[src/sv/sem_pkg.sv]
// Shared types, constants and command structures for the Sobel edge magnitude block.
`default_nettype none

package sem_pkg;

	localparam int MAX_WIDTH     = 1024;
	localparam int PIX_W         = 8;
	localparam int WIDTH_REG_W   = 11;
	localparam int HEIGHT_REG_W  = 12;
	localparam int RESET_WIDTH   = 640;
	localparam int RESET_HEIGHT  = 480;
	// Rows run up to the configured height plus one while the last row drains.
	localparam int ROW_W         = HEIGHT_REG_W + 1;
	localparam int GRAD_W        = 11;
	localparam int SUMSQ_W       = 21;
	localparam int RAD_W         = 16;
	localparam int SQRT_STEPS    = 8;
	localparam int STEP_W        = 3;
	localparam int APB_ADDR_W    = 3;
	localparam int APB_DATA_W    = 32;

	localparam logic [PIX_W-1:0] MAG_CLAMP = 8'd255;

	// Register index codes, taken from paddr[2].
	localparam logic REG_WIDTH  = 1'b0;
	localparam logic REG_HEIGHT = 1'b1;

	typedef enum logic [2:0] {
		S_IDLE,
		S_UPDATE,
		S_SQUARE,
		S_SQRT,
		S_DONE
	} sem_state_t;

	typedef struct packed {
		logic              load;
		logic              update;
		logic              square;
		logic              sqrt_step;
		logic [STEP_W-1:0] step;
		logic              out_load;
	} sem_cmd_t;

	typedef struct packed {
		logic emit;
	} sem_stat_t;

endpackage

`default_nettype wire

[src/sv/sem_ctrl.sv]
// Sequencing state machine for the Sobel edge magnitude block.
`default_nettype none

module sem_ctrl (
	input  wire logic                clk,
	input  wire logic                arst_n,
	input  wire logic                pixel_valid,
	output logic                     pixel_stall,
	output logic                     result_valid,
	input  wire logic                result_stall,
	input  wire sem_pkg::sem_stat_t  stat,
	output sem_pkg::sem_cmd_t        cmd
);

	sem_pkg::sem_state_t state_q, state_d;
	logic [sem_pkg::STEP_W-1:0] step_q;
	logic out_valid_q;
	logic out_free;

	assign out_free = !out_valid_q || !result_stall;

	always_comb begin
		state_d = state_q;
		case (state_q)
			sem_pkg::S_IDLE: begin
				if (pixel_valid) state_d = sem_pkg::S_UPDATE;
			end
			sem_pkg::S_UPDATE: begin
				state_d = stat.emit ? sem_pkg::S_SQUARE : sem_pkg::S_IDLE;
			end
			sem_pkg::S_SQUARE: begin
				state_d = sem_pkg::S_SQRT;
			end
			sem_pkg::S_SQRT: begin
				if (step_q == '0) state_d = sem_pkg::S_DONE;
			end
			sem_pkg::S_DONE: begin
				if (out_free) state_d = sem_pkg::S_IDLE;
			end
			default: begin
				state_d = sem_pkg::S_IDLE;
			end
		endcase
	end

	always_comb begin
		cmd           = '0;
		cmd.step      = step_q;
		pixel_stall   = 1'b1;
		case (state_q)
			sem_pkg::S_IDLE: begin
				pixel_stall = 1'b0;
				cmd.load    = pixel_valid;
			end
			sem_pkg::S_UPDATE: begin
				cmd.update = 1'b1;
			end
			sem_pkg::S_SQUARE: begin
				cmd.square = 1'b1;
			end
			sem_pkg::S_SQRT: begin
				cmd.sqrt_step = 1'b1;
			end
			sem_pkg::S_DONE: begin
				cmd.out_load = out_free;
			end
			default: begin
				pixel_stall = 1'b1;
			end
		endcase
	end

	assign result_valid = out_valid_q;

	always_ff @(posedge clk or negedge arst_n) begin
		if (!arst_n) begin
			state_q     <= sem_pkg::S_IDLE;
			step_q      <= '0;
			out_valid_q <= 1'b0;
		end else begin
			state_q <= state_d;
			if (cmd.square) begin
				step_q <= sem_pkg::STEP_W'(sem_pkg::SQRT_STEPS - 1);
			end else if (cmd.sqrt_step) begin
				step_q <= step_q - 1'b1;
			end
			if (cmd.out_load) begin
				out_valid_q <= 1'b1;
			end else if (!result_stall) begin
				out_valid_q <= 1'b0;
			end
		end
	end

	a_sqrt_ends: assert property (@(posedge clk) disable iff (!arst_n)
		(state_q == sem_pkg::S_SQRT && step_q == '0) |=> state_q == sem_pkg::S_DONE)
		else $error("square root did not finish after its last step");

	a_no_emit_returns: assert property (@(posedge clk) disable iff (!arst_n)
		(state_q == sem_pkg::S_UPDATE && !stat.emit) |=> state_q == sem_pkg::S_IDLE)
		else $error("item without a result did not return to idle");

	a_done_holds: assert property (@(posedge clk) disable iff (!arst_n)
		(state_q == sem_pkg::S_DONE && out_valid_q && result_stall)
		|=> (state_q == sem_pkg::S_DONE && out_valid_q))
		else $error("finished result overwrote a stalled output beat");

endmodule

`default_nettype wire

[config.mk]
export PLATFORM = sky130hd
export DESIGN_NAME = sem_ctrl
export DESIGN_NICKNAME = d
export VERILOG_FILES = /design/src/sv/sem_pkg.sv /design/src/sv/sem_ctrl.sv
export SDC_FILE = /design/constraint.sdc
export NUM_CORES = 1
export LEC_CHECK = 0
export BUFFER_PORTS_ARGS = -buffer_cell sky130_fd_sc_hd__buf_2
export CAP_MARGIN = 10
export CORE_AREA = 2 2 39 41
export CTS_BUF_LIST = sky130_fd_sc_hd__clkbuf_16
export CTS_CLUSTER_SIZE = 24
export DETAILED_ROUTE_END_ITERATION = 12
export DIE_AREA = 0 0 41 43
export PLACE_DENSITY_LB_ADDON = 0.08
export SLEW_MARGIN = 10
export SYNTH_ARGS = -nofsm -noshare
export SYNTH_HDL_FRONTEND = slang
export SYNTH_SLANG_ARGS = --single-unit
[constraint.sdc]
create_clock -name clk -period 2 [get_ports clk]
set_clock_uncertainty 0.2 [all_clocks]
set_input_delay 0.1 -clock clk [delete_from_list [all_inputs] [get_ports clk]]
set_output_delay 0.1 -clock clk [all_outputs]
set_load 0.01 [all_outputs]
=== After elaboration in Yosys (flattened, before gate mapping) ===
Cells that the tools add are included.
W data, S select, Z words.

* ROM bits: 0
* Flip-flop bits (word level): 7
* Word-level logic and storage cells: 34
* Memories: 0
* Latch bits: 0
* Input port bits: 5
* Output and inout port bits: 10
* Bits in writable memories: 0

* Mux-type cells: 15
* Order comparisons: 0
* Add/sub/neg operators: 1
* Eq/ne operators: 8
* Reduce and logical (&&, ||, !) cells: 7
* Divide/modulo/power cells: 0
* Multiply operators: 0
* Bitwise operators: 0
* Shift-type cells: 0

{| class="wikitable"
|+ Operators with widths
! cell !! number
|-
| $mux W3 || 5
|-
| $pmux W3 S5 || 1
|-
| $mux W1 || 8
|-
| $eq A3 B2 Y1 const B || 2
|-
| $logic_not A3 Y1 || 2
|-
| $ne A2 B2 Y1 const B || 3
|-
| $eq A3 B1 Y1 const B || 1
|-
| $eq A3 B3 Y1 const B || 1
|-
| $reduce_and A3 Y1 || 1
|-
| $sub A3 B1 Y3 const B || 1
|-
| $logic_not A1 Y1 || 2
|-
| $mux W2 || 1
|-
| $ne A2 B1 Y1 const B || 1
|-
| $reduce_bool A2 Y1 || 1
|-
| $logic_or A1 B1 Y1 || 1
|}

=== Longest topological paths before layout ===
* Word-level depth: 4
* Gate-level depth with buffers: 5

=== Least setup slack after synthesis ===
OpenSTA, ideal clock, no wires.

* Path kind: register to register
* Start: register step_q[0] (netlist name)
* End: register step_q[2] (netlist name)
* Data required time: 1675 ps
* Setup slack: 487 ps
* Arrival: 1188 ps
* Cell stages (with the launch flop): 6
* Clock period less this slack: 1513 ps
* Library setup time: 125 ps
* Path through: dfrtp_1 -> inv_1 -> ha_1 -> ha_1 -> nand2_1 -> mux2_2

* Longest elaborated chain between the ends: 3

{| class="wikitable"
|+ Ends and longest elaborated chain
! what !! line !! source
|-
| start: declaration || sem_ctrl.sv:16 || <nowiki>logic [sem_pkg::STEP_W-1:0] step_q;</nowiki>
|-
| start signal: assignment || sem_ctrl.sv:83 || <nowiki>step_q <= sem_pkg::STEP_W'(sem_pkg::SQRT_STEPS - 1);</nowiki>
|-
| start signal: assignment || sem_ctrl.sv:85 || <nowiki>step_q <= step_q - 1'b1;</nowiki>
|-
| $sub A3 B1 Y3 || sem_ctrl.sv:85 ||
|-
| $mux W3 || sem_ctrl.sv:84 || <nowiki>end else if (cmd.sqrt_step) begin</nowiki>
|-
| $mux W3 || sem_ctrl.sv:82 || <nowiki>if (cmd.square) begin</nowiki>
|}

No other way between the ends. The select of a mux whose other input is x is not followed.
A chain may end at the register's enable or synchronous reset.

==> impl_metrics.tcl <==
set metrics [dict create \
    clk_path_buf_depth 2 \
    drc 0 \
    placed_cells 66 \
    area_growth_pct 54.0 \
    synth_area_sq_um 378 \
    nNetsFinal 66 \
    dr.pass1.iters 1 \
    syn_area_per_cell_sq_um 10.2 \
    cp.arrival_ns 1.40 \
    clk_pin_slew_ns 0.04 \
    cap_violations 0 \
    std_cell_rows 14 \
    hold_ws_ns 0.0363 \
    slew_viol_final 0 \
    die_area_sq_mm 0.00176 \
    synthXorXnorAreaFrac_pct 0 \
    fmax_mhz 588 \
    synth_seq_cells 7 \
    cp_cell_sequence "or3b_4, a21oi_1, buf_2" \
    layout-drive-gt1-share_pct 36.2 \
    path_class "flip-flop to output port" \
    synth_cells 37 \
    synth_top_family_by_area "simple AND/OR/NAND/NOR gates" \
    cts_root_buf "clkbuf_16" \
    synth_adder_area_share_pct 6.62 \
    required_ns 1.70 \
    peakVddDrop_mv 0.658 \
    fin_tns_setup_ns 0 \
    coreArea_sq_mm 0.00138 \
    io_pins 15 \
    critPathBufInv 1 \
    leakage_nw 0.311 \
    port-buffer-count 14 \
    num_antenna_cells 0 \
    rsz0062_at_grt "false" \
    antenna_left 0 \
    mostFrequentLayoutCells "buf_2 (14), dfrtp_1 (7), inv_1 (5)" \
    setup_viol 0 \
    syn-num-nets 44 \
    synth.area.mux_share_pct 8.61 \
    regToRegSetupSlack_ns 0.49 \
    worstRegToRegCells 5 \
    grt_pass1_vias 286 \
    fin_ws_ns 0.300 \
    grt_max_degree 11 \
    synth_warnings 0 \
    grt_use_met1_pct 13.4 \
    outcome "completed" \
    drtIter0Drc 0 \
    cp_max_fo 10 \
    cp_slowest_cell "dfrtp_1" \
    synthSimpleGateAreaFrac_pct 22.2 \
    grt_busiest_layer "met2" \
    stdcell_count 74 \
    critical-path-top-delay-family "flip-flops" \
    cts_buffers 3 \
    ctsResizeCount 0 \
    gp_congestion 0.699 \
    cts_sinks 7 \
    grtUsageTotal_pct 11.6 \
    via_per_inst 4.35 \
    reg2reg_from "step_q[0]" \
    clock_latency_ns 0.23 \
    power_mw 0.901 \
    hold_viol 0 \
    gr-total-overflow 0 \
    place_hpwl_um 563 \
    initial_core_util_pct 27.3 \
    final_area_sq_um 582 \
    grt_util_met3_pct 4.71 \
    grt_pass1_wl_um 1260 \
    worstMarginPinSlew_ns 0.299 \
    ys_types 19 \
    cp-end-kind "output port" \
    utilization_pct 42.0 \
    final_common_cell "buf_2" \
    hp-class "input port to async pin" \
    grt_use_met2_pct 14.7 \
    place_area_sq_um 463 \
    pre_cts_slack_ns 0.486 \
    synth_compound_area_share_pct 10.9 \
    tritoncts "yes" \
    die_x_um 41 \
    powerDensity_mw_per_mm2 1550 \
    die_h_um 43 \
    min_period_ns 1.70 \
    timing.slew.headroom_pct 80.1 \
    htree_levels 1 \
    r2r-end "step_q[2]" \
    period_share_pct 85.0 \
    vias 322 \
    cpPeakStageDelay_ns 0.47 \
    ys_seq_area_share_pct 46.4 \
    antenna_found_initial 0 \
    wl_um 803 \
    wl_per_cell_um 10.9 \
    start_kind "flip-flop" \
]
## worst max-delay path by stage
stage / start / endpoint / slack [ns] / cells after the start
floorplan: step_q[0] / step_q[2] / 0.49 / 5
global placement: step_q[0] / step_q[2] / 0.50 / 5
detailed placement: step_q[0] / step_q[2] / 0.49 / 5
CTS: state_q[0] / cmd[0] / 0.29 / 3
global route: state_q[0] / cmd[0] / 0.25 / 3
finish: state_q[0] / cmd[0] / 0.30 / 3
## cells by family after synthesis
group / Yosys count
AND/OR/NAND/NOR: 14
adder cells (fa/ha/maj): 2
AO/OA/AOI/OAI: 6
flip-flops: 7
multiplexers: 3
buffers and inverters: 5
## cell usage after synthesis (all sizes together)
cell type	n	area share [%]
a21bo	1	2.6
a21oi	3	4.0
and2b	1	2.0
and3b	1	2.3
buf	1	1.3
dfrtp	7	46
ha	2	6.6
inv	4	4.0
mux2	2	6.0
mux2i	1	2.6
nand2	4	4.0
nand2b	2	3.3
nand3b	1	2.0
nor2	2	2.0
nor3b	1	2.0
o21bai	1	2.0
o2bb2ai	1	2.3
or3	1	1.7
or3b	1	3.0
## power by group
group / switching [mW] / leakage [nW] / internal, mW
combinational: 0.136 / 0.188 / 0.169
sequential: 0.0657 / 0.0811 / 0.192
clock: 0.0783 / 0.0423 / 0.260
## timing repair
item                                   in CTS  in global routing
hold buffers                                4                  0
setup buffers                               0                  0
endpoints found under the hold margin      11                  0
## registers in the layout (all words and copies together) (netlist names)
| register | count |
|---|---|
| state_q | 3 |
| step_q | 3 |
| result_valid | 1 |
## metal layers
| metal | wire length (um) | part of all wire [%] |
|---|---|---|
| met1 | 367 | 46 |
| met2 | 319 | 40 |
| met3 | 79 | 9.8 |
| met4 | 36 | 4.5 |
| met5 | 0 | 0 |
## area by class of cell
class                   instances  area [sq um]
inverters                       4          15.0
clock buffers                   3          75.1
flip-flops and latches          7           175
clock inverters                 1          3.75
well taps                      16          20.0
repair buffers                 18           110
fillers                       140           802
multi-input cells              25           183
No activity file was read; power rests on OpenSTA's default activity.
